**config.mk**
```make
export PLATFORM = sky130hd
export DESIGN_NAME = host_power_sequencer_flat
export DESIGN_NICKNAME = d
export VERILOG_FILES = /design/src/rtl/hps_pkg.sv /design/src/rtl/hps_sample_if.sv /design/src/rtl/hps_status_if.sv /design/src/rtl/hps_cfg.sv /design/src/rtl/hps_step.sv /design/src/rtl/host_power_sequencer.sv /design/src/flat_wrapper.sv
export SDC_FILE = /design/constraint.sdc
export NUM_CORES = 1
export LEC_CHECK = 0
export BUFFER_PORTS_ARGS = -buffer_cell sky130_fd_sc_hd__buf_2
export CORE_MARGIN = 1
export CORE_UTILIZATION = 52
export DETAILED_ROUTE_END_ITERATION = 8
export GPL_ROUTABILITY_DRIVEN = 0
export PLACE_DENSITY = 0.69
export SLEW_MARGIN = 20
export SYNTH_ARGS = -nofsm -noshare
export SYNTH_HDL_FRONTEND = slang
export SYNTH_SLANG_ARGS = --single-unit
```
**constraint.sdc**
```tcl
create_clock -name clk -period 4.7 [get_ports clk]
set_input_delay 0.47 -clock clk [delete_from_list [all_inputs] [get_ports clk]]
set_output_delay 0.47 -clock clk [all_outputs]
set_load 0.005 [all_outputs]
```
**src/rtl/hps_pkg.sv**
```systemverilog
package hps_pkg;

    localparam int unsigned CountWidth = 8;
    localparam int unsigned CfgIndexWidth = 3;
    localparam int unsigned CfgDataWidth = 8;
    localparam logic [CountWidth-1:0] CountMax = 8'd255;

    typedef enum logic [1:0] {
        ST_OFF      = 2'd0,
        ST_STARTUP  = 2'd1,
        ST_RUNNING  = 2'd2,
        ST_SHUTDOWN = 2'd3
    } seq_state_t;

    typedef enum logic [CfgIndexWidth-1:0] {
        REG_DEBOUNCE_TICKS          = 3'd0,
        REG_HOLD_TICKS              = 3'd1,
        REG_STARTUP_MIN_TICKS       = 3'd2,
        REG_STARTUP_TIMEOUT         = 3'd3,
        REG_SHUTDOWN_RETURN_TICKS   = 3'd4,
        REG_SHUTDOWN_HOST_OFF_TICKS = 3'd5,
        REG_SHUTDOWN_TIMEOUT        = 3'd6,
        REG_BLINK_STEP              = 3'd7
    } cfg_index_t;

    typedef struct packed {
        logic [7:0] debounce_ticks;
        logic [7:0] hold_ticks;
        logic [7:0] startup_min_ticks;
        logic [7:0] startup_timeout;
        logic [7:0] shutdown_return_ticks;
        logic [7:0] shutdown_host_off_ticks;
        logic [7:0] shutdown_timeout;
        logic [6:0] blink_step;
    } cfg_t;

    localparam cfg_t CfgReset = '{
        debounce_ticks:          8'd6,
        hold_ticks:              8'd250,
        startup_min_ticks:       8'd6,
        startup_timeout:         8'd120,
        shutdown_return_ticks:   8'd4,
        shutdown_host_off_ticks: 8'd40,
        shutdown_timeout:        8'd120,
        blink_step:              7'd2
    };

    typedef struct packed {
        logic button_pressed;
        logic host_ready;
        logic fast_tick;
        logic slow_tick;
    } sample_t;

    typedef struct packed {
        logic       supply_on;
        logic       shutdown_request;
        logic       led_lit;
        seq_state_t power_state;
    } status_t;

endpackage

```
**src/rtl/hps_sample_if.sv**
```systemverilog
interface hps_sample_if;
    logic valid;
    logic ready;
    logic button_pressed;
    logic host_ready;
    logic fast_tick;
    logic slow_tick;

    modport source (
        output valid,
        output button_pressed,
        output host_ready,
        output fast_tick,
        output slow_tick,
        input  ready
    );

    modport sink (
        input  valid,
        input  button_pressed,
        input  host_ready,
        input  fast_tick,
        input  slow_tick,
        output ready
    );
endinterface

```
**src/rtl/hps_status_if.sv**
```systemverilog
interface hps_status_if;
    logic       valid;
    logic       ready;
    logic       supply_on;
    logic       shutdown_request;
    logic       led_lit;
    logic [1:0] power_state;

    modport source (
        output valid,
        output supply_on,
        output shutdown_request,
        output led_lit,
        output power_state,
        input  ready
    );

    modport sink (
        input  valid,
        input  supply_on,
        input  shutdown_request,
        input  led_lit,
        input  power_state,
        output ready
    );
endinterface

```
**src/rtl/hps_cfg.sv**
```systemverilog
module hps_cfg (
    input  logic                                  clk,
    input  logic                                  rst_n,
    input  logic                                  cfg_we,
    input  logic [hps_pkg::CfgIndexWidth-1:0]     cfg_index,
    input  logic [hps_pkg::CfgDataWidth-1:0]      cfg_data,
    output hps_pkg::cfg_t                         cfg
);

    hps_pkg::cfg_t cfg_reg;
    hps_pkg::cfg_t cfg_next;

    always_comb
    begin
        cfg_next = cfg_reg;
        if (cfg_we)
        begin
            case (hps_pkg::cfg_index_t'(cfg_index))
                hps_pkg::REG_DEBOUNCE_TICKS:          cfg_next.debounce_ticks = cfg_data;
                hps_pkg::REG_HOLD_TICKS:              cfg_next.hold_ticks = cfg_data;
                hps_pkg::REG_STARTUP_MIN_TICKS:       cfg_next.startup_min_ticks = cfg_data;
                hps_pkg::REG_STARTUP_TIMEOUT:         cfg_next.startup_timeout = cfg_data;
                hps_pkg::REG_SHUTDOWN_RETURN_TICKS:   cfg_next.shutdown_return_ticks = cfg_data;
                hps_pkg::REG_SHUTDOWN_HOST_OFF_TICKS: cfg_next.shutdown_host_off_ticks = cfg_data;
                hps_pkg::REG_SHUTDOWN_TIMEOUT:        cfg_next.shutdown_timeout = cfg_data;
                hps_pkg::REG_BLINK_STEP:              cfg_next.blink_step = cfg_data[6:0];
                default:                              cfg_next = cfg_reg;
            endcase
        end
    end

    always_ff @(posedge clk or negedge rst_n)
    begin
        if (!rst_n)
        begin
            cfg_reg <= hps_pkg::CfgReset;
        end
        else
        begin
            cfg_reg <= cfg_next;
        end
    end

    assign cfg = cfg_reg;

endmodule

```
**src/rtl/hps_step.sv**
```systemverilog
module hps_step (
    input  logic             clk,
    input  logic             rst_n,
    input  logic             accept,
    input  hps_pkg::sample_t sample,
    input  hps_pkg::cfg_t    cfg,
    output hps_pkg::status_t status
);

    hps_pkg::seq_state_t state_reg, state_next;
    logic [7:0] slow_count_reg, slow_count_next;
    logic [7:0] press_count_reg, press_count_next;
    logic       long_seen_reg, long_seen_next;
    logic [7:0] blink_level_reg, blink_level_next;
    logic       blink_falling_reg, blink_falling_next;
    logic [7:0] pwm_phase_reg, pwm_phase_next;
    hps_pkg::status_t status_reg, status_next;

    logic [8:0] level_sum;
    logic [7:0] step8;
    logic       tap_hit;
    logic       hold_hit;
    logic       lit;

    assign step8     = {1'b0, cfg.blink_step};
    assign level_sum = {1'b0, blink_level_reg} + {1'b0, step8};

    always_comb
    begin
        state_next         = state_reg;
        slow_count_next    = slow_count_reg;
        press_count_next   = press_count_reg;
        long_seen_next     = long_seen_reg;
        blink_level_next   = blink_level_reg;
        blink_falling_next = blink_falling_reg;
        pwm_phase_next     = pwm_phase_reg;
        tap_hit            = 1'b0;
        hold_hit           = 1'b0;
        lit                = 1'b0;

        if (sample.fast_tick)
        begin
            // Triangle wave: clamp at the top and bottom and turn around there.
            if (!blink_falling_reg)
            begin
                if (level_sum[8])
                begin
                    blink_falling_next = 1'b1;
                    blink_level_next   = hps_pkg::CountMax;
                end
                else
                begin
                    blink_level_next = level_sum[7:0];
                end
            end
            else
            begin
                if (blink_level_reg < step8)
                begin
                    blink_falling_next = 1'b0;
                    blink_level_next   = '0;
                end
                else
                begin
                    blink_level_next = blink_level_reg - step8;
                end
            end
            if (sample.button_pressed && press_count_reg != hps_pkg::CountMax)
            begin
                press_count_next = press_count_reg + 8'd1;
            end
        end

        if (sample.slow_tick && slow_count_reg != hps_pkg::CountMax)
        begin
            slow_count_next = slow_count_reg + 8'd1;
        end

        if (sample.button_pressed)
        begin
            if (!long_seen_reg && press_count_next >= cfg.hold_ticks)
            begin
                hold_hit       = 1'b1;
                long_seen_next = 1'b1;
            end
        end
        else
        begin
            if (!long_seen_reg && press_count_next >= cfg.debounce_ticks
                && press_count_next != 8'd0)
            begin
                tap_hit = 1'b1;
            end
            press_count_next = '0;
            long_seen_next   = 1'b0;
        end

        case (state_reg)
            hps_pkg::ST_OFF:
            begin
                if (tap_hit)
                begin
                    state_next = hps_pkg::ST_STARTUP;
                end
            end
            hps_pkg::ST_STARTUP:
            begin
                if ((sample.host_ready && slow_count_next >= cfg.startup_min_ticks)
                    || slow_count_next >= cfg.startup_timeout)
                begin
                    state_next = hps_pkg::ST_RUNNING;
                end
            end
            hps_pkg::ST_RUNNING:
            begin
                if (!sample.host_ready || tap_hit)
                begin
                    state_next = hps_pkg::ST_SHUTDOWN;
                end
            end
            default:
            begin
                // Powering off outranks a return to running.
                if (sample.host_ready && slow_count_next >= cfg.shutdown_return_ticks)
                begin
                    state_next = hps_pkg::ST_RUNNING;
                end
                if (!sample.host_ready && slow_count_next >= cfg.shutdown_host_off_ticks)
                begin
                    state_next = hps_pkg::ST_OFF;
                end
                if (slow_count_next >= cfg.shutdown_timeout)
                begin
                    state_next = hps_pkg::ST_OFF;
                end
            end
        endcase

        if (hold_hit)
        begin
            state_next = hps_pkg::ST_OFF;
        end
        if (state_next != state_reg)
        begin
            slow_count_next = '0;
        end

        case (state_next)
            hps_pkg::ST_OFF:
            begin
                blink_level_next   = '0;
                blink_falling_next = 1'b0;
                lit                = 1'b0;
            end
            hps_pkg::ST_RUNNING:
            begin
                blink_level_next   = hps_pkg::CountMax;
                blink_falling_next = 1'b1;
                lit                = 1'b1;
            end
            default:
            begin
                lit            = (pwm_phase_reg >= blink_level_next);
                pwm_phase_next = pwm_phase_reg + 8'd1;
            end
        endcase

        status_next.supply_on        = (state_next != hps_pkg::ST_OFF);
        status_next.shutdown_request = (state_next == hps_pkg::ST_SHUTDOWN);
        status_next.led_lit          = lit;
        status_next.power_state      = state_next;
    end

    always_ff @(posedge clk or negedge rst_n)
    begin
        if (!rst_n)
        begin
            state_reg         <= hps_pkg::ST_OFF;
            slow_count_reg    <= '0;
            press_count_reg   <= '0;
            long_seen_reg     <= 1'b0;
            blink_level_reg   <= '0;
            blink_falling_reg <= 1'b0;
            pwm_phase_reg     <= '0;
        end
        else if (accept)
        begin
            state_reg         <= state_next;
            slow_count_reg    <= slow_count_next;
            press_count_reg   <= press_count_next;
            long_seen_reg     <= long_seen_next;
            blink_level_reg   <= blink_level_next;
            blink_falling_reg <= blink_falling_next;
            pwm_phase_reg     <= pwm_phase_next;
        end
    end

    always_ff @(posedge clk)
    begin
        if (accept)
        begin
            status_reg <= status_next;
        end
    end

    assign status = status_reg;

endmodule

```
**src/rtl/host_power_sequencer.sv**
```systemverilog
// Channel   Dir   Payload                                            Handshake
// sample    in    button_pressed, host_ready, fast_tick, slow_tick   valid/ready
// status    out   supply_on, shutdown_request, led_lit, power_state  valid/ready
// cfg       in    cfg_index (3 bits), cfg_data (8 bits)              cfg_we only
//
// The whole step is one pass of logic from the state registers into the result register,
// so one sample transaction per clock, unless a full result register that is not drained stalls it.
// The result is registered and appears in the cycle after the sample transaction.
// A new sample is taken whenever the result register is empty or being drained.
// Reset brings the sequencer to off and loads the default register values.
module host_power_sequencer (
    input  logic                              clk,
    input  logic                              rst_n,
    hps_sample_if.sink                        sample,
    hps_status_if.source                      status,
    input  logic                              cfg_we,
    input  logic [hps_pkg::CfgIndexWidth-1:0] cfg_index,
    input  logic [hps_pkg::CfgDataWidth-1:0]  cfg_data
);

    hps_pkg::cfg_t    cfg;
    hps_pkg::sample_t sample_bus;
    hps_pkg::status_t status_bus;
    logic             accept;
    logic             out_valid_reg, out_valid_next;

    assign sample.ready = !out_valid_reg || status.ready;
    assign accept       = sample.valid && sample.ready;

    assign sample_bus.button_pressed = sample.button_pressed;
    assign sample_bus.host_ready     = sample.host_ready;
    assign sample_bus.fast_tick      = sample.fast_tick;
    assign sample_bus.slow_tick      = sample.slow_tick;

    hps_cfg u_cfg (
        .clk       (clk),
        .rst_n     (rst_n),
        .cfg_we    (cfg_we),
        .cfg_index (cfg_index),
        .cfg_data  (cfg_data),
        .cfg       (cfg)
    );

    hps_step u_step (
        .clk    (clk),
        .rst_n  (rst_n),
        .accept (accept),
        .sample (sample_bus),
        .cfg    (cfg),
        .status (status_bus)
    );

    always_comb
    begin
        out_valid_next = out_valid_reg;
        if (accept)
        begin
            out_valid_next = 1'b1;
        end
        else if (status.ready)
        begin
            out_valid_next = 1'b0;
        end
    end

    always_ff @(posedge clk or negedge rst_n)
    begin
        if (!rst_n)
        begin
            out_valid_reg <= 1'b0;
        end
        else
        begin
            out_valid_reg <= out_valid_next;
        end
    end

    assign status.valid            = out_valid_reg;
    assign status.supply_on        = status_bus.supply_on;
    assign status.shutdown_request = status_bus.shutdown_request;
    assign status.led_lit          = status_bus.led_lit;
    assign status.power_state      = status_bus.power_state;

`ifndef SYNTH
    a_accept_gives_result: assert property (@(posedge clk) disable iff (!rst_n)
        accept |=> status.valid)
        else $error("sample transaction did not produce a result");

    a_off_is_dark: assert property (@(posedge clk) disable iff (!rst_n)
        (status.valid && status.power_state == hps_pkg::ST_OFF)
            |-> (!status.supply_on && !status.led_lit))
        else $error("relay or LED active while powered off");

    a_request_needs_relay: assert property (@(posedge clk) disable iff (!rst_n)
        (status.valid && status.shutdown_request) |-> status.supply_on)
        else $error("shutdown request with the supply switched off");

    a_no_accept_while_stalled: assert property (@(posedge clk) disable iff (!rst_n)
        (status.valid && !status.ready) |-> !accept)
        else $error("sample taken while the result register is full");
`endif

endmodule
```
**src/flat_wrapper.sv**
```systemverilog
// flat-port wrapper written by rule: the top's interface ports become plain ports
module host_power_sequencer_flat 
  (clk, rst_n, cfg_we, cfg_index, cfg_data, sample_valid, sample_button_pressed, sample_host_ready, sample_fast_tick, sample_slow_tick, sample_ready, status_valid, status_supply_on, status_shutdown_request, status_led_lit, status_power_state, status_ready);
  hps_sample_if sample_i ();
  hps_status_if status_i ();
  input  logic clk;
  input  logic rst_n;
  input  logic cfg_we;
  input  logic [hps_pkg::CfgIndexWidth-1:0] cfg_index;
  input  logic [hps_pkg::CfgDataWidth-1:0] cfg_data;
  input wire logic [$bits(sample_i.valid)-1:0] sample_valid;
  input wire logic [$bits(sample_i.button_pressed)-1:0] sample_button_pressed;
  input wire logic [$bits(sample_i.host_ready)-1:0] sample_host_ready;
  input wire logic [$bits(sample_i.fast_tick)-1:0] sample_fast_tick;
  input wire logic [$bits(sample_i.slow_tick)-1:0] sample_slow_tick;
  output wire logic [$bits(sample_i.ready)-1:0] sample_ready;
  output wire logic [$bits(status_i.valid)-1:0] status_valid;
  output wire logic [$bits(status_i.supply_on)-1:0] status_supply_on;
  output wire logic [$bits(status_i.shutdown_request)-1:0] status_shutdown_request;
  output wire logic [$bits(status_i.led_lit)-1:0] status_led_lit;
  output wire logic [$bits(status_i.power_state)-1:0] status_power_state;
  input wire logic [$bits(status_i.ready)-1:0] status_ready;
  assign sample_i.valid = sample_valid;
  assign sample_i.button_pressed = sample_button_pressed;
  assign sample_i.host_ready = sample_host_ready;
  assign sample_i.fast_tick = sample_fast_tick;
  assign sample_i.slow_tick = sample_slow_tick;
  assign sample_ready = sample_i.ready;
  assign status_valid = status_i.valid;
  assign status_supply_on = status_i.supply_on;
  assign status_shutdown_request = status_i.shutdown_request;
  assign status_led_lit = status_i.led_lit;
  assign status_power_state = status_i.power_state;
  assign status_i.ready = status_ready;
  host_power_sequencer u_core (.clk(clk), .rst_n(rst_n), .sample(sample_i), .status(status_i), .cfg_we(cfg_we), .cfg_index(cfg_index), .cfg_data(cfg_data));
endmodule
```
==> results_dict.tcl <==
set metrics [dict create \
    hp-class "primary input to async pin" \
    die_area_um2 14100 \
    setup_viol 0 \
    rows 42 \
    ys_async_sr_fraction_pct 95.2 \
    fin_nets 867 \
    leakagePower_nw 3.62 \
    syn_area_per_cell_um2 9.48 \
    start_util_pct 53.5 \
    ys.warnings.count 0 \
    drv_slew 0 \
    dp_hpwl_um 12300 \
    pin_count 27 \
    wl_per_cell_um 17.5 \
    p_int_mw 2.34 \
    grt_antenna_before_repair 0 \
    cp_max_fo 11 \
    coreArea_um2 13300 \
    clk_pin_slew_ps 70 \
    cts_resized 0 \
    ff2ff_path_depth 14 \
    postRouteAntennaNets 0 \
    stdcell_count 945 \
    synth_seq_cells 105 \
    drt-initial-drc-count 544 \
    drive_gt1_share_pct 16.1 \
    power_density_nw_per_um2 509 \
    cts_tree "built" \
    postCtsSetupBuffers 0 \
    cp-end-kind "flip-flop" \
    worst_slack_ps 367 \
    synth.top_cell.area_share_pct 27.4 \
    slew-limit-headroom_pct 41.8 \
    drt-total-wl_um 16500 \
    layout_commonest_cell "ha_1" \
    synth.area.top_cells "dfrtp_1 27%, ha_1 14%, dfstp_2 8.1%" \
    tightest_slew_ps 872 \
    period_share_pct 92.2 \
    grt_overflow 0 \
    dp_slack_ps 396 \
    die_height_um 119 \
    syn_inst 750 \
    drc_errors 0 \
    portBuffers 26 \
    path_class "flip-flop to flip-flop" \
    grt_pass1_vias 5489 \
    largest_reg_flops 63 \
    cts_made_buffers 9 \
    power_frac_comb_pct 45.7 \
    grt_pass1_wl_um 27500 \
    fin_hold_ws_ps 123 \
    power.share.sequential_pct 35.0 \
    p_total_mw 3.91 \
    crit_arrival_ps 4610 \
    synth_edf_count 5 \
    crit_path_start_kind "flip-flop" \
    vias_per_cell 6.00 \
    r2r_start "u_core.u_step.slow_count_reg[0]$_DFFE_PN0P_" \
    hold_buffers 0 \
    grt_max_degree 52 \
    r2r_slack_ps 370 \
    outcome "finished, final reports clean" \
    placed_cells 929 \
    synth_area_leader_cell "dfrtp_1" \
    clockPowerShare_pct 19.3 \
    rsz0062_at_grt "no" \
    critPathLaunch "u_core.u_step.slow_count_reg[0]$_DFFE_PN0P_" \
    max_freq_ghz 0.231 \
    fill_cells 1165 \
    fin_tns_setup_ps 0 \
    hold_viol 0 \
    synthFlopType "dfrtp_1" \
    final_cell_mix "81 x ha_1, 78 x dfrtp_1, 73 x inv_1" \
    post-route-min-period_ps 4330 \
    drtPass1Iterations 5 \
    r2r_end "u_core.u_step.pwm_phase_reg[7]$_DFFE_PN0P_" \
    drv_cap 0 \
    synth-seq-area-share_pct 37.7 \
    syn-num-nets 853 \
    track_usage_pct 24.9 \
    cp_data_required_time_ps 4980 \
    area_growth_pct 8.00 \
    power.switching_mw 1.57 \
    endpoint "u_core.u_step.pwm_phase_reg[7]$_DFFE_PN0P_" \
    post_synth_num_cell_types 72 \
    htree_levels 3 \
    insertedDiodeCount 0 \
    switching_share_pct 40.1 \
    peakVddDrop_uv 257 \
    clock-skew-final_ps 8.17 \
    cts-root-buf "clkbuf_16" \
    clock_latency_ps 360 \
    netlist_area_um2 7110 \
    die_w_um 119 \
    clockBufferDepth 2 \
    clkSinkCount 105 \
    vias 5672 \
]
critical path, stage by stage (launching register included):
cell,delay (ps)
dfrtp_1,440
ha_1,260
nand3_1,120
o21ai_1,150
or2_2,370
xnor2_1,470
ha_1,330
o2111a_1,240
a2111oi_0,440
o21ai_0,140
o21a_1,230
or2_1,370
buf_4,240
nor4_2,300
xor2_1,170
power by group through the flow:
stage | registers [mW] | logic (mW) | clock network, mW
floorplan | 1.29 | 1.38 | 0
global placement | 1.37 | 1.70 | 0
detailed placement | 1.38 | 1.76 | 0
CTS | 1.37 | 1.78 | 0.768
global route | 1.40 | 2.01 | 0.811
finish | 1.37 | 1.79 | 0.755
how the worst min path moves through the flow:
stage                                                          start  cells past startpoint                                           to  slack (ps)
after floorplan                                                rst_n                      0              u_core.status.valid$_DFFE_PN0P_         170
after global placement    u_core.u_step.pwm_phase_reg[7]$_DFFE_PN0P_                      1   u_core.u_step.pwm_phase_reg[7]$_DFFE_PN0P_         470
after detailed placement  u_core.u_step.pwm_phase_reg[7]$_DFFE_PN0P_                      1   u_core.u_step.pwm_phase_reg[7]$_DFFE_PN0P_         490
after CTS                                                      rst_n                      1  u_core.u_step.slow_count_reg[1]$_DFFE_PN0P_         150
after global routing                                           rst_n                      1  u_core.u_step.slow_count_reg[1]$_DFFE_PN0P_         180
final                                                          rst_n                      1  u_core.u_step.slow_count_reg[0]$_DFFE_PN0P_         120
final cells by class:
cell class / count / area (um2) / share of cell area (%)
flip-flops and latches: 105 / 2680 / 34.9
well taps: 176 / 220 / 2.87
clock inverters: 4 / 52.6 / 0.684
multi-input cells: 538 / 4010 / 52.2
clock buffers: 12 / 236 / 3.08
inverters: 74 / 278 / 3.62
repair buffers: 36 / 208 / 2.70
kinds of logic after synthesis:
family,synth area share (%)
AND/OR/NAND/NOR,14.8
AO/OA/AOI/OAI,18.1
buffers and inverters,5.98
flip-flops,37.7
adder cells (fa/ha/maj),14.8
multiplexers,6.67
XOR/XNOR,1.97
layer usage:
| layer | global-route usage [%] | share of wire (%) | vias to the layer above |
|---|---|---|---|
| met1 | 32.7 | 45 | 2741 |
| li1 | - | - | 2725 |
| met3 | 3.78 | 4.6 | 32 |
| met5 | 0 | 0 | - |
| met4 | 10.6 | 2.5 | 0 |
| met2 | 40.8 | 47 | 174 |
Yosys cell counts, types with 9 or more instances:
cell and instances:
ha_1 81, dfrtp_1 78, inv_1 73, nand2_1 57, o21ai_0 57, nor2_1 44
mux2_2 39, a21oi_1 27, clkbuf_1 22, dfstp_2 22, nand3_1 17, nor3_1 17
nand4_1 12, a31oi_1 11, o21a_1 11, and3_1 10, xor2_1 10, a21o_1 9
nand2b_1 9
per-stage QoR:
stage / utilization (%) / area (um2)
2_1_floorplan: - / 7110
3_3_place_gp: 55.6 / 7390
3_5_place_dp: 55.6 / 7390
4_1_cts: 57.8 / 7680
5_1_grt: 57.8 / 7680
6_report: 57.8 / 7680
(Power assumes the default switching activity.)
